File: config.mk
export PLATFORM = sky130hd
export DESIGN_NAME = base64_line_wrapped_encoder
export DESIGN_NICKNAME = d
export VERILOG_FILES = /design/src/hw/rtl/b64lw_pkg.sv /design/src/hw/rtl/b64lw_front.sv /design/src/hw/rtl/b64lw_jobq.sv /design/src/hw/rtl/b64lw_back.sv /design/src/hw/rtl/base64_line_wrapped_encoder.sv
export VERILOG_INCLUDE_DIRS = /design/src /design/src/hw/rtl
export SDC_FILE = /design/constraint.sdc
export NUM_CORES = 1
export LEC_CHECK = 0
export BUFFER_PORTS_ARGS = -buffer_cell sky130_fd_sc_hd__buf_2
export CORE_MARGIN = 8
export CORE_UTILIZATION = 45
export DETAILED_ROUTE_END_ITERATION = 6
export PLACE_DENSITY = 0.73
export SKIP_LAST_GASP = 1
export SLEW_MARGIN = 20
export SYNTH_ARGS = -nofsm -noshare
export SYNTH_HDL_FRONTEND = slang
export SYNTH_SLANG_ARGS = --single-unit
File: constraint.sdc
create_clock -name clk -period 4.8 [get_ports clk]
set_input_delay 0.96 -clock clk [delete_from_list [all_inputs] [get_ports clk]]
set_output_delay 0.96 -clock clk [all_outputs]
set_load 0.05 [all_outputs]
File: src/hw/rtl/assert_macros.svh
// ----------------------------------------------------------------------------
// Assertion macros
// Shared concurrent assertion forms, clocked on clk and disabled in reset.
// ----------------------------------------------------------------------------
`ifndef ASSERT_MACROS_SVH
`define ASSERT_MACROS_SVH

// Check that a condition holds at every edge.
`define ASSERT_ALWAYS(lbl, cond, msg) \
  lbl: assert property (@(posedge clk) disable iff (rst) (cond)) else $error(msg);

// Check that a condition holds in the cycle after a trigger.
`define ASSERT_NEXT(lbl, trig, cons, msg) \
  lbl: assert property (@(posedge clk) disable iff (rst) (trig) |=> (cons)) else $error(msg);

`endif

File: src/hw/rtl/b64lw_pkg.sv
// ----------------------------------------------------------------------------
// b64lw_pkg
// Types, character constants and the alphabet lookup for the Base64 encoder.
// ----------------------------------------------------------------------------
`timescale 1ns / 1ps

package b64lw_pkg;

  localparam int unsigned MAX_CHARS = 5;

  localparam logic [7:0] CH_PAD      = 8'h3D;
  localparam logic [7:0] CH_LF       = 8'h0A;
  localparam logic [7:0] LIMIT_RESET = 8'd72;

  localparam logic [8*64-1:0] ALPHABET =
    "ABCDEFGHIJKLMNOPQRSTUVWXYZabcdefghijklmnopqrstuvwxyz0123456789+/";

  // One job: the characters one input beat causes, in order.
  typedef struct packed {
    logic [MAX_CHARS-1:0][7:0] chars;
    logic [2:0]                count;
  } job_t;

  // Map a 6-bit value to its alphabet character (first char sits in the MSBs).
  function automatic logic [7:0] enc(input logic [5:0] six);
    logic [5:0] r;
    r = ~six;
    return ALPHABET[{r, 3'b000} +: 8];
  endfunction

endpackage

File: src/hw/rtl/b64lw_front.sv
// ----------------------------------------------------------------------------
// b64lw_front
// Accepts bytes, tracks the group and line state, and builds one job per
// completed or flushed group.
// ----------------------------------------------------------------------------
`timescale 1ns / 1ps
`include "assert_macros.svh"

module b64lw_front (
  input  logic               clk,
  input  logic               rst,
  input  logic               accept,
  input  logic [7:0]         data_byte,
  input  logic               last_byte,
  input  logic               cfg_we,
  input  logic [7:0]         cfg_data,
  output logic               job_push,
  output b64lw_pkg::job_t    job
);

  logic [7:0]  line_limit;
  logic [15:0] pending;
  logic [1:0]  phase;
  logic [7:0]  line_count;

  logic [15:0] pending_next;
  logic [1:0]  phase_next;
  logic [7:0]  line_count_next;

  logic [7:0] b0;
  logic [7:0] b1;
  logic [8:0] cnt;
  logic       limit_hit;
  logic [7:0] grp_count;

  assign b0 = pending[15:8];
  assign b1 = pending[7:0];
  assign cnt = {1'b0, line_count} + 9'd4;
  assign limit_hit = cnt >= {1'b0, line_limit};
  assign grp_count = limit_hit ? 8'd0 : cnt[7:0];

  always_comb begin
    pending_next    = pending;
    phase_next      = phase;
    line_count_next = line_count;
    job_push        = 1'b0;
    job.chars       = '0;
    job.count       = 3'd0;
    if (phase[1]) begin
      // full group: four chars, then a line feed for the limit or the close
      job.chars[0] = b64lw_pkg::enc(b0[7:2]);
      job.chars[1] = b64lw_pkg::enc({b0[1:0], b1[7:4]});
      job.chars[2] = b64lw_pkg::enc({b1[3:0], data_byte[7:6]});
      job.chars[3] = b64lw_pkg::enc(data_byte[5:0]);
      job.chars[4] = b64lw_pkg::CH_LF;
      job.count    = (limit_hit || (last_byte && grp_count != 8'd0)) ? 3'd5 : 3'd4;
      job_push     = accept;
      pending_next    = '0;
      phase_next      = 2'd0;
      line_count_next = last_byte ? 8'd0 : grp_count;
    end else if (last_byte) begin
      // partial group flush with padding and a closing line feed
      if (phase == 2'd0) begin
        job.chars[0] = b64lw_pkg::enc(data_byte[7:2]);
        job.chars[1] = b64lw_pkg::enc({data_byte[1:0], 4'b0000});
        job.chars[2] = b64lw_pkg::CH_PAD;
      end else begin
        job.chars[0] = b64lw_pkg::enc(b0[7:2]);
        job.chars[1] = b64lw_pkg::enc({b0[1:0], data_byte[7:4]});
        job.chars[2] = b64lw_pkg::enc({data_byte[3:0], 2'b00});
      end
      job.chars[3] = b64lw_pkg::CH_PAD;
      job.chars[4] = b64lw_pkg::CH_LF;
      job.count    = 3'd5;
      job_push     = accept;
      pending_next    = '0;
      phase_next      = 2'd0;
      line_count_next = 8'd0;
    end else begin
      // hold the byte for the next group
      if (phase == 2'd0) begin
        pending_next = {data_byte, 8'h00};
      end else begin
        pending_next = {b0, data_byte};
      end
      phase_next = phase + 2'd1;
    end
  end

  always_ff @(posedge clk) begin
    if (rst) begin
      line_limit <= b64lw_pkg::LIMIT_RESET;
      pending    <= '0;
      phase      <= 2'd0;
      line_count <= 8'd0;
    end else begin
      if (cfg_we) begin
        line_limit <= cfg_data;
      end
      if (accept) begin
        pending    <= pending_next;
        phase      <= phase_next;
        line_count <= line_count_next;
      end
    end
  end

  `ASSERT_NEXT(a_phase_cleared, accept && (phase[1] || last_byte), phase == 2'd0, "phase not cleared after group")

endmodule

File: src/hw/rtl/b64lw_jobq.sv
// ----------------------------------------------------------------------------
// b64lw_jobq
// Short job queue between the front and the serializer.
// ----------------------------------------------------------------------------
`timescale 1ns / 1ps
`include "assert_macros.svh"

module b64lw_jobq #(
  parameter int unsigned DEPTH = 2
) (
  input  logic            clk,
  input  logic            rst,
  input  logic            push,
  input  b64lw_pkg::job_t wr_job,
  input  logic            pop,
  output b64lw_pkg::job_t rd_job,
  output logic            full,
  output logic            empty
);

  localparam int unsigned AW = (DEPTH > 1) ? $clog2(DEPTH) : 1;
  localparam int unsigned CW = $clog2(DEPTH + 1);

  b64lw_pkg::job_t mem [DEPTH];
  logic [AW-1:0]   wr_ptr;
  logic [AW-1:0]   rd_ptr;
  logic [CW-1:0]   count;

  logic do_push;
  logic do_pop;

  assign full    = count == CW'(DEPTH);
  assign empty   = count == '0;
  assign do_push = push && !full;
  assign do_pop  = pop && !empty;
  assign rd_job  = mem[rd_ptr];

  always_ff @(posedge clk) begin
    if (do_push) begin
      mem[wr_ptr] <= wr_job;
    end
  end

  always_ff @(posedge clk) begin
    if (rst) begin
      wr_ptr <= '0;
      rd_ptr <= '0;
      count  <= '0;
    end else begin
      if (do_push) begin
        wr_ptr <= (wr_ptr == AW'(DEPTH - 1)) ? '0 : wr_ptr + 1'b1;
      end
      if (do_pop) begin
        rd_ptr <= (rd_ptr == AW'(DEPTH - 1)) ? '0 : rd_ptr + 1'b1;
      end
      if (do_push && !do_pop) begin
        count <= count + 1'b1;
      end else if (do_pop && !do_push) begin
        count <= count - 1'b1;
      end
    end
  end

  `ASSERT_ALWAYS(a_no_drop, !(push && full), "job pushed into a full queue")
  `ASSERT_NEXT(a_count_up, do_push && !do_pop, count == $past(count) + 1'b1, "count did not advance")

endmodule

File: src/hw/rtl/b64lw_back.sv
// ----------------------------------------------------------------------------
// b64lw_back
// Serializer: presents one character of the current job per beat.
// ----------------------------------------------------------------------------
`timescale 1ns / 1ps
`include "assert_macros.svh"

module b64lw_back (
  input  logic            clk,
  input  logic            rst,
  input  b64lw_pkg::job_t q_job,
  input  logic            q_empty,
  output logic            q_pop,
  input  logic            pop,
  output logic            empty,
  output logic [7:0]      out_char,
  output logic            out_last
);

  b64lw_pkg::job_t job;
  logic            valid;
  logic [2:0]      idx;

  logic is_last;
  logic need;

  assign is_last  = idx == (job.count - 3'd1);
  assign need     = !valid || (pop && is_last);
  assign q_pop    = need && !q_empty;
  assign empty    = !valid;
  assign out_char = job.chars[idx];
  assign out_last = is_last;

  always_ff @(posedge clk) begin
    if (q_pop) begin
      job <= q_job;
    end
  end

  always_ff @(posedge clk) begin
    if (rst) begin
      valid <= 1'b0;
      idx   <= 3'd0;
    end else if (need) begin
      valid <= !q_empty;
      idx   <= 3'd0;
    end else if (pop) begin
      idx <= idx + 3'd1;
    end
  end

  `ASSERT_ALWAYS(a_idx_in_job, !valid || (idx < job.count), "char index past end of job")

endmodule

File: src/hw/rtl/base64_line_wrapped_encoder.sv
// ----------------------------------------------------------------------------
// base64_line_wrapped_encoder
// Path: a byte that ends a group is written into the job queue when accepted,
// and its first char reaches the ports once the serializer loads that job.
// Throughput: one char per cycle out of the serializer while pop is held and a
// job waits, 4 or 5 chars per group; bytes that only fill a group are taken
// every cycle while the job queue has room.
// Reset: synchronous rst empties the queue, clears group and line state, limit 72.
// ----------------------------------------------------------------------------
`timescale 1ns / 1ps

module base64_line_wrapped_encoder #(
  parameter int unsigned JOBQ_DEPTH = 2
) (
  input  logic       clk,
  input  logic       rst,
  // byte input, queue style
  input  logic       push,
  output logic       full,
  input  logic [7:0] data_byte,
  input  logic       last_byte,
  // line limit register
  input  logic       cfg_we,
  input  logic [7:0] cfg_data,
  // character output, queue style
  output logic       empty,
  input  logic       pop,
  output logic [7:0] out_char,
  output logic       out_last
);

  // Front: accept a byte beat whenever the job queue has room. Bytes that
  // only fill the group make no job; a third byte or a last byte makes one.
  logic            accept;
  logic            job_push;
  b64lw_pkg::job_t job;

  // Queue: decouple the front from the serializer so each can stall alone.
  b64lw_pkg::job_t q_job;
  logic            q_pop;
  logic            q_empty;

  assign accept = push && !full;

  b64lw_front u_front (
    .clk       (clk),
    .rst       (rst),
    .accept    (accept),
    .data_byte (data_byte),
    .last_byte (last_byte),
    .cfg_we    (cfg_we),
    .cfg_data  (cfg_data),
    .job_push  (job_push),
    .job       (job)
  );

  b64lw_jobq #(
    .DEPTH (JOBQ_DEPTH)
  ) u_jobq (
    .clk    (clk),
    .rst    (rst),
    .push   (job_push),
    .wr_job (job),
    .pop    (q_pop),
    .rd_job (q_job),
    .full   (full),
    .empty  (q_empty)
  );

  // Back: hold the current job, advance one char per output beat, and load
  // the next job on the same edge that the final char is taken.
  b64lw_back u_back (
    .clk      (clk),
    .rst      (rst),
    .q_job    (q_job),
    .q_empty  (q_empty),
    .q_pop    (q_pop),
    .pop      (pop),
    .empty    (empty),
    .out_char (out_char),
    .out_last (out_last)
  );

endmodule

Word-level counts from Yosys, hierarchy flattened
Memory sizes are Yosys's and may differ from the RTL's. A register that Yosys moved wholly into a read port is not among the register bits.
Cells that the tools add are included.
- output and inout port bits: 11
- memory bits (writable): 86
- register bits after elaboration: 42
- memories kept: 1
- memories (memory ; words ; bits a word ; read ports ; clocked after memory_dff ; wr ports ; line ; source):
    u_jobq.mem ; 2 ; 43 ; 1 ; 1 ; 1 ; b64lw_jobq.sv:24 ; b64lw_pkg::job_t mem [DEPTH];
- bitwise operators: 8
- shifts and indexed selects: 8
- mux-type cells: 23
- equal/unequal tests: 2
- order comparisons: 2
- reduce and logical (&&, ||, !) cells: 24
- add/subtract/negate cells: 8
- operators by type and width (operator ; number):
    512-bit by 10-bit variable part select with 8-bit output (first input constant) ; 8
    16-bit two-way mux ; 3
    6-bit NOT ; 8
    43-bit two-way mux ; 1
    8-bit two-way mux ; 5
    39-bit two-way mux ; 1
    8-bit binary-select mux with 3-bit select ; 1
    24-bit two-way mux ; 1
    8-bit by 3-bit adder with 9-bit output (second input constant) ; 1
    9-bit by 8-bit >= comparator with 1-bit output ; 1
    1-bit logical AND ; 8
    2-bit two-way mux ; 4
    8-bit nonzero test ; 1
    1-bit two-way mux ; 7
    1-bit logical NOT ; 5
    2-bit by 1-bit adder with 2-bit output (second input constant) ; 2
    2-bit logical NOT ; 2
    3-bit by 4-bit < comparator with 1-bit output (second input constant) ; 1
    2-bit AND reduction ; 2
    2-bit nonzero test ; 2
    3-bit by 1-bit adder with 3-bit output (second input constant) ; 1
    3-bit == test ; 1
    3-bit nonzero test ; 1
    3-bit by 1-bit subtractor with 3-bit output (second input constant) ; 1
    other kinds (5) ; 7

Depth between registers and ports, before layout
Gate-level depths: netlist (run 1).
- depth in word-level cells: 10
- depth in mapped cells: 13
- depth with buffers taken out: 10

Cells and area by module
From an unflattened synthesis (run 1), not the netlist that was laid out.
- cells, all modules: 869
- area, all modules: 9479.1 um2
- by module, submodules not included (module ; cells an instance ; instances ; area an instance (um2)):
    b64lw_front ; 600 ; 1 ; 4240.3
    b64lw_jobq ; 159 ; 1 ; 3316.9
    b64lw_back ; 109 ; 1 ; 1908.1
    base64_line_wrapped_encoder ; 1 ; 1 ; 13.8

Worst setup path after synthesis (run 1)
No wires, ideal clock.
- path type: in2reg
- start point: input push
- end point: memory u_jobq.mem[0][0] (netlist bit), enable pin
- setup time: 455 ps
- data arrival time: 3374 ps
- buffers on the path: 1
- stages on the path: 3
- required time: 4345 ps
- path slack: 972 ps
- path through: nand2_4 clkbuf_1 nor3_1
- longest elaborated chain between the ends: 6
- RTL lines (item ; line ; source):
    start: declaration ; base64_line_wrapped_encoder.sv:18 ; input logic push,
    1-bit logical AND (*) ; base64_line_wrapped_encoder.sv:43 ; assign accept = push && !full;
    1-bit two-way mux ; b64lw_front.sv:61 ; end else if (last_byte) begin
    1-bit two-way mux (*) ; b64lw_front.sv:49 ; if (phase[1]) begin
    1-bit logical AND (*) ; b64lw_jobq.sv:34 ; assign do_push = push && !full;
    1-bit two-way mux (*) ; b64lw_jobq.sv:39 ; if (do_push) begin
    1-bit two-way mux (not written as such) (*) ; b64lw_jobq.sv:40 ; mem[wr_ptr] <= wr_job;
    end: declaration ; b64lw_jobq.sv:24 ;
Every way passes the cells marked *; elsewhere a longest branch is shown, timed or not.

==> results of run 1 <==
-- worst max path at each step --
stage | start | end | slack, ns | depth (start not counted)
floorplan | push | u_jobq.mem[0][0]$_DFFE_PP_ | 0.97 | 3
global placement | u_front.phase[1]$_SDFFE_PP0P_ | u_jobq.mem[0][13]$_DFFE_PP_ | 1.61 | 11
detailed placement | u_front.phase[1]$_SDFFE_PP0P_ | u_jobq.mem[0][13]$_DFFE_PP_ | 1.53 | 11
CTS | u_front.phase[1]$_SDFFE_PP0P_ | u_jobq.mem[0][13]$_DFFE_PP_ | 1.52 | 11
global route | u_front.phase[1]$_SDFFE_PP0P_ | u_jobq.mem[0][15]$_DFFE_PP_ | 1.29 | 11
finish | u_front.phase[1]$_SDFFE_PP0P_ | u_jobq.mem[0][13]$_DFFE_PP_ | 1.46 | 11
-- routing by layer --
layer	vias to the layer above	GRT usage	wire, um
met5	-	0	0
met1	2814	0.229	8150
met2	205	0.253	8100
met3	30	0.0446	1130
met4	0	0.0643	405
li1	2828	-	-
-- cells by family after synthesis --
logic type / Yosys count / synth area share
xor gates and xnor gates: 15 / 0.0180
buffers and inverters: 100 / 0.0538
other: 1 / 0.000486
and+or+nand+nor: 206 / 0.128
DFF: 132 / 0.459
adders and majority gates: 40 / 0.0648
muxes: 56 / 0.0945
AOI/OAI and AO/OA: 217 / 0.181
-- cells in the mapped netlist, types with 3 or more instances --
library cell	instances
ha_1	40
nand3b_1	5
mux2i_1	14
and3_1	7
o32ai_1	3
nand3_1	11
nand4_1	3
buf_2	19
nand2b_1	8
o211ai_1	17
clkbuf_1	26
mux4_2	10
nor3_1	15
a211oi_1	8
xnor2_1	7
a21oi_1	59
a21o_1	3
o21ai_0	55
inv_1	41
buf_1	7
xor2_1	7
inv_2	3
nor2_1	68
nor2b_1	18
mux2_2	31
o22ai_1	6
nand2_1	54
edfxtp_1	90
o31ai_1	5
dfxtp_1	42
a32oi_1	3
o221ai_1	3
a22oi_1	15
or3_1	4
a31o_2	3
a311oi_1	3
-- worst max-delay path, delay by kind of cell, from the launching register on --
family          cells  cell delay (ns)
simple gates        2             0.29
mux                 1             0.14
compound gates      2             0.49
fa+ha+maj           2             0.78
flops               1             0.29
buf+inv             4             1.04
-- sequential cells by signal, summed over array words and instances (netlist names) --
name / flops
u_back.idx: 3
u_jobq.wr_ptr: 1
u_back.job: 30
u_jobq.count: 2
u_jobq.rd_ptr: 1
u_jobq.mem: 60
u_front.pending: 16
u_front.line_count: 8
u_back.valid: 1
u_front.phase: 2
u_front.line_limit: 8
-- metrics by stage --
stage          instance area [um^2]  hold slack [ns]  worst slack (ns)
3_5_place_dp                   7950            0.447              1.53
5_1_grt                        8590            0.498              1.29
3_3_place_gp                   7950            0.443              1.61
6_report                       8590            0.469              1.46
4_1_cts                        8590            0.468              1.52
2_1_floorplan                  7720            0.425             0.972
-- power breakdown --
group	switching [mW]	leakage (nW)	total [mW]	internal [mW]
logic	0.575	1.73	0.914	0.340
clock network	0.486	0.298	1.40	0.917
registers	0.0874	1.18	1.56	1.47
total	1.15	3.21	3.88	2.73
-- final cells by class --
type	count	area [um^2]	area share
Multi-Input combinational cell	535	3770	0.439
Inverter	44	165	0.0192
Timing Repair Buffer	36	193	0.0224
Clock buffer	18	429	0.0500
Clock inverter	13	208	0.0242
Sequential cell	132	3540	0.413
Tap cell	225	282	0.0328
==> results.yml, run 1 <==
critical_path:
  arrival_ns: 3.47
  r2r_slack_ns: 1.46
  crit_path_max_fanout: 24
  r2r_start: "u_front.phase[1]$_SDFFE_PP0P_"
  reg2reg_depth: 11
  r2r-end: "u_jobq.mem[0][13]$_DFFE_PP_"
  critical_path.endpoint_type: "register"
  cp-start-kind: "register"
  slowest_stage: "ha_1"
  crit_required_ns: 4.93
  crit_chain: "buf_4 -> inv_1 -> ha_1 -> buf_4 -> nand2b_1 -> inv_1 -> ha_1 -> mux2i_1 -> a221o_1 -> nand3_1 -> o311ai_1"
  critPathKind: "reg -> reg"
  slowest_delay_ns: 0.50
place:
  gp_congestion: 0.929
  dp.cells: 972
  place.detailed.hpwl_um: 12100
  port_buffers: 31
cells_and_area:
  layout_commonest_cell: "edfxtp_1"
  drive_gt1_frac: 0.162
  final_cell_mix: "edfxtp_1, nor2_1, a21oi_1"
  layout.nets: 828
  antennaDiodeCount: 0
  final_util: 0.504
  areaGrowthSynthToFinish_pct: 11.2
  fin_cells: 1003
  nFillCells: 1516
global_route:
  grt_pass1_vias: 5475
  grt_antenna_before_repair: 0
  grt_pass1_wl_um: 29100
  grt_util_all_layers: 0.169
  overflow: 0
  grt_start_max_net_pins: 43
clock_network:
  clk_root_buffer_cell: "clkbuf_16"
  clkLatencyLatePin_ns: 0.42
  path_clk_slew_ns: 0.06
  tritoncts: "built"
  post-cts-setup-buffers: 0
  cts.sinks: 132
  cts_hold_buf: 0
  clock_path_buffers: 2
  cts_max_level: 4
  cts_resized: 0
  cts_buffers: 17
sta:
  clock.fmax_mhz: 299
  period_share: 0.697
  min_period_ns: 3.34
  slew_viol_final: 0
  fin_tns_setup_ns: 0
  slew_headroom: 0.418
  rsz0062_at_grt: "false"
  setup_violations: 0
  hold_viol: 0
  worst_pin_slew_ns: 0.870
  finalClockSkew_ns: 0.0106
yosys:
  synth.distinct_cells: 79
  synth_edf_count: 90
  yosysTopAreaCell: "edfxtp_1"
  ys_seq_area_frac: 0.459
  ys_ff_latch: 132
  syn-instance-count: 767
  synth_top_flop_cell: "edfxtp_1"
  async_flop_share: 0
  synth_fp_nets: 829
  synth_area_leaders: "edfxtp_1, dfxtp_1, ha_1"
  netlist_area_um2: 7720
  avgSynthCellArea_um2: 10.1
  yosys_warnings: 0
  synth_top_area_frac: 0.350
drt:
  drc: 0
  wl_um: 17800
  vias: 5877
  wl_per_cell_um: 17.7
  drtAntennaViolNets: 0
  drt-pass1-iter-count: 5
  first_iter_violations: 676
  viasPerCell: 5.86
die:
  dieArea_um2: 21600
  fp.dieH_um: 147
  core_region_area_um2: 17100
  start_util: 0.453
  num_io_pins: 33
  die_w_um: 147
  rows: 48
worst_hold_path:
  worstHoldPathType: "reg -> reg"
  hold_end: "u_front.line_count[1]$_SDFFE_PP0P_"
  worstHoldPathCells: 2
  holdCritStartpoint: "u_front.line_count[1]$_SDFFE_PP0P_"
outcome:
  status: "finished clean"
power:
  p_leak_nw: 3.21
  total_power_mw: 3.88
  p_per_area_nw_per_um2: 451
  vdd.ir_drop.worst_v: 0.000263
run:
  drv_cap: 0
(Power assumes the default switching activity.)
==> run 2: changes to the inputs <==
PLACE_DENSITY = 0.76   (was 0.73)
clock period = 3 ns   (was 4.8 ns; I/O delays follow)
==> results.yml, run 2 (synthesis gave the netlist of run 1 again) <==
place:
  gp_congestion: 0.880
  port_buffers: 31
  place.detailed.hpwl_um: 12100
  dpl_cell_area_um2: 8060
  dp.cells: 985
clock_network:
  clk_root_buffer_cell: "clkbuf_16"
  cts_max_level: 4
  post-cts-setup-buffers: 0
  cts_hold_buf: 0
  clkLatencyLatePin_ns: 0.42
  clock_path_buffers: 2
  path_clk_slew_ns: 0.06
  tritoncts: "built"
  cts_buffers: 17
  cts_resized: 0
  cts.sinks: 132
drt:
  wl_um: 17400
  wl_per_cell_um: 17.1
  drtAntennaViolNets: 0
  drt-pass1-iter-count: 5
  drc: 0
  viasPerCell: 5.78
  vias: 5880
  first_iter_violations: 440
critical_path:
  critical_path.endpoint_type: "register"
  critPathKind: "reg -> reg"
  critPathBufInv: 1
  crit_required_ns: 3.32
  slowest_stage: "dfxtp_1"
  arrival_ns: 3.00
  crit_top_cell: "ha_1"
  crit_chain: "ha_1 -> nand3_1 -> xor2_1 -> inv_1 -> ha_1 -> and3_1 -> a22o_1 -> nor4_4 -> nand2_2 -> o32ai_1"
  cp-start-kind: "register"
  path_delay_family: "simple AND/OR/NAND/NOR gates"
  slowest_delay_ns: 0.41
  crit_path_max_fanout: 6
die:
  rows: 48
  dieArea_um2: 21600
  num_io_pins: 33
  start_util: 0.453
  fp.dieH_um: 147
  core_region_area_um2: 17100
  die_w_um: 147
sta:
  slew_viol_final: 0
  slew_headroom: 0.539
  fin_tns_setup_ns: 0
  min_period_ns: 2.68
  period_share: 0.893
  rsz0062_at_grt: "false"
  finalClockSkew_ns: 0.00999
  hold_viol: 0
  worst_pin_slew_ns: 0.687
  clock.fmax_mhz: 373
  setup_violations: 0
cells_and_area:
  drive_gt1_frac: 0.178
  stdcell_area_um2: 8670
  antennaDiodeCount: 0
  largest_reg_flops: 60
  areaGrowthSynthToFinish_pct: 12.2
  layout.nets: 841
  top_register: "u_jobq.mem"
  layout_commonest_cell: "edfxtp_1"
  nFillCells: 1509
  fin_cells: 1017
  top_regs: "u_jobq.mem: 60 flops, u_back.job: 30 flops, u_front.pending: 16 flops"
  final_cell_mix: "edfxtp_1, nor2_1, a21oi_1"
run:
  drv_cap: 0
global_route:
  overflow: 0
  met2_usage: 0.255
  grt_util_all_layers: 0.160
  grt_pass1_wl_um: 27800
  grt_use_met1: 0.201
  met3_usage: 0.0384
  grt.busiest_layer: "met2"
  grt_pass1_vias: 5432
  grt_start_max_net_pins: 36
  grt_antenna_before_repair: 0
worst_hold_path:
  worstHoldPathType: "in -> reg"
power:
  p_leak_nw: 3.28
  total_power_mw: 6.09
  p_per_area_nw_per_um2: 703
  vdd.ir_drop.worst_v: 0.000488
outcome:
  status: "finished clean"
## run 2: stage by stage
| stage | setup WS, ns | util | hold slack, ns |
|---|---|---|---|
| global placement | 0.497 | 0.472 | 0.445 |
| detailed placement | 0.389 | 0.472 | 0.453 |
| floorplan | 0.226 | - | 0.425 |
| CTS | 0.252 | 0.508 | 0.391 |
| global route | 0.0931 | 0.508 | 0.400 |
| finish | 0.321 | 0.508 | 0.401 |
## run 2: final cells by class
cell class	instances	area [um^2]	area share
multi-input combinational	535	3770	0.436
tap	225	282	0.0325
clock buffer	17	425	0.0491
sequential	132	3540	0.409
clock inverter	15	185	0.0214
inverter	44	165	0.0191
timing repair buffer	49	290	0.0335
## run 2: routing by layer
| layer | part of all wire | wire, um |
|---|---|---|
| met5 | 0 | 0 |
| met4 | 0.027 | 465 |
| met3 | 0.069 | 1210 |
| met2 | 0.48 | 8370 |
| met1 | 0.42 | 7340 |
## run 2: power breakdown
| group | switching (mW) | internal [mW] |
|---|---|---|
| registers | 0.138 | 2.35 |
| logic | 0.918 | 0.565 |
| clock network | 0.850 | 1.27 |
## run 2: worst paths after layout
kind | end | slack, ns | start | depth (start not counted)
min | u_front.line_limit[6]$_SDFFE_PP1P_ | 0.40 | cfg_data[6] | 3
max | u_front.line_count[6]$_SDFFE_PP0P_ | 0.32 | u_front.line_count[2]$_SDFFE_PP0P_ | 10
min reg2reg | u_front.line_count[1]$_SDFFE_PP0P_ | 0.46 | u_front.line_count[1]$_SDFFE_PP0P_ | 2
max reg2reg | u_front.line_count[6]$_SDFFE_PP0P_ | 0.32 | u_front.line_count[2]$_SDFFE_PP0P_ | 10
## run 2: tightest hold or removal path: stages
cell and delay (ns):
buf_2 0.07, nand2_1 0.04, o211ai_1 0.06
==> run 3: changes to the inputs <==
CELL_PAD_IN_SITES_DETAIL_PLACEMENT = 0   (was default)
CELL_PAD_IN_SITES_GLOBAL_PLACEMENT = 2   (was default)
CORE_UTILIZATION = 37   (was 45)
PLACE_DENSITY = 0.89   (was 0.76)
==> results.yml, run 3 (synthesis gave the netlist of run 1 again) <==
drt:
  viasPerCell: 5.41
  first_iter_violations: 444
  wl_per_cell_um: 17.5
  wl_um: 18800
  vias: 5808
  drc: 0
  drtAntennaViolNets: 0
  drt-pass1-iter-count: 5
critical_path:
  crit_required_ns: 2.40
  crit_path_max_fanout: 12
  r2r_start: "u_front.line_count[2]$_SDFFE_PP0P_"
  arrival_ns: 2.17
  critical_path.endpoint_type: "output port"
  cp-start-kind: "register"
  r2r-end: "u_front.line_count[7]$_SDFFE_PP0P_"
  crit_start: "u_back.idx[0]$_SDFFE_PP0P_"
  reg2reg_depth: 10
  critPathKind: "reg -> out"
  slowest_delay_ns: 0.75
  slowest_stage: "dfxtp_1"
  r2r_slack_ns: 0.35
  crit_chain: "mux4_2 -> nor2b_1 -> buf_2"
worst_hold_path:
  holdCritStartpoint: "cfg_data[6]"
  hold_end: "u_front.line_limit[6]$_SDFFE_PP1P_"
  worstHoldPathCells: 3
  worstHoldPathType: "in -> reg"
die:
  start_util: 0.372
  rows: 53
  num_io_pins: 33
  fp.dieH_um: 160
  die_w_um: 160
  dieArea_um2: 25800
  core_region_area_um2: 20800
cells_and_area:
  multiInputGateArea_um2: 3770
  layout.nets: 848
  nFillCells: 1985
  top_regs: "u_jobq.mem: 60 flops, u_back.job: 30 flops, u_front.pending: 16 flops"
  drive_gt1_frac: 0.181
  areaGrowthSynthToFinish_pct: 13.1
  antennaDiodeCount: 0
  layout_commonest_cell: "edfxtp_1"
  seq_area_um2: 3540
  largest_reg_flops: 60
  top_register: "u_jobq.mem"
  final_util: 0.421
  final_cell_mix: "edfxtp_1, nor2_1, a21oi_1"
sta:
  period_share: 0.923
  rsz0062_at_grt: "false"
  min_period_ns: 2.77
  fin_tns_setup_ns: 0
  slew_headroom: 0.546
  finalClockSkew_ns: 0.0110
  clock.fmax_mhz: 361
  worst_pin_slew_ns: 0.679
  slew_viol_final: 0
  setup_violations: 0
  hold_viol: 0
global_route:
  grt_util_all_layers: 0.149
  grt_pass1_wl_um: 30800
  grt_start_max_net_pins: 33
  overflow: 0
  grt_antenna_before_repair: 1
  grt_pass1_vias: 5561
power:
  p_leak_nw: 3.28
  p_seq_frac: 0.415
  p_sw_frac: 0.314
  p_per_area_nw_per_um2: 689
  clkPwrFrac: 0.334
  combPwrFrac: 0.252
  power.switching_mw: 1.89
  intPower_mw: 4.13
  vdd.ir_drop.worst_v: 0.000453
clock_network:
  path_clk_slew_ns: 0.06
  clk_root_buffer_cell: "clkbuf_16"
  clkLatencyLatePin_ns: 0.42
  cts.sinks: 132
  post-cts-setup-buffers: 0
  cts_buffers: 17
  clock_path_buffers: 2
  cts_hold_buf: 0
  cts_resized: 0
  cts_max_level: 4
  tritoncts: "built"
outcome:
  status: "finished clean"
place:
  place.detailed.hpwl_um: 13300
  port_buffers: 31
  gp_congestion: 0.848
run:
  drv_cap: 0
-- run 3: area by class of cell --
cell class / instances / share of cell area
multi-input combinational: 535 / 0.432
inverter: 44 / 0.0189
timing repair buffer: 56 / 0.0393
tap: 275 / 0.0394
clock inverter: 10 / 0.0113
sequential: 132 / 0.406
clock buffer: 22 / 0.0532
-- run 3: per-layer routing --
| layer | vias to the layer above | wire (um) | GRT usage |
|---|---|---|---|
| li1 | 2867 | - | - |
| met1 | 2800 | 9320 | 0.208 |
| met2 | 111 | 8360 | 0.223 |
| met3 | 28 | 703 | 0.0259 |
| met4 | 2 | 373 | 0.0590 |
| met5 | - | 13 | 0 |
-- run 3: critical path, delay by kind of cell, from the launching register on --
family        cells  cell delay, ns
mux               1            0.62
simple gates      1            0.15
buf+inv           1            0.22
flops             1            0.75
-- run 3: power by group through the flow --
stage / clock [mW] / sequential (mW) / combinational [mW]
floorplan: 0 / 2.46 / 1.17
global placement: 0 / 2.52 / 1.51
detailed placement: 0 / 2.54 / 1.52
CTS: 2.06 / 2.50 / 1.53
global route: 2.12 / 2.53 / 1.66
finish: 2.01 / 2.50 / 1.51
-- run 3: stage by stage --
stage	power, mW	cells	setup slack [ns]	hold slack, ns	cell area (um^2)
floorplan	3.63	767	0.226	0.425	7730
global placement	4.03	1042	0.460	0.461	8170
detailed placement	4.06	1042	0.407	0.457	8170
CTS	6.09	1074	0.183	0.371	8730
global route	6.31	1074	0.0699	0.410	8730
finish	6.02	1074	0.231	0.397	8730
-- run 3: how the worst max path moves through the flow --
stage,to,slack (ns),depth (start not counted)
2_1_floorplan,u_jobq.count[1]$_SDFFE_PP0P_,0.23,7
3_3_place_gp,u_front.line_count[7]$_SDFFE_PP0P_,0.46,10
3_5_place_dp,u_front.line_count[7]$_SDFFE_PP0P_,0.41,10
4_1_cts,out_char[2],0.18,3
5_1_grt,out_char[2],0.07,3
6_report,out_char[2],0.23,3
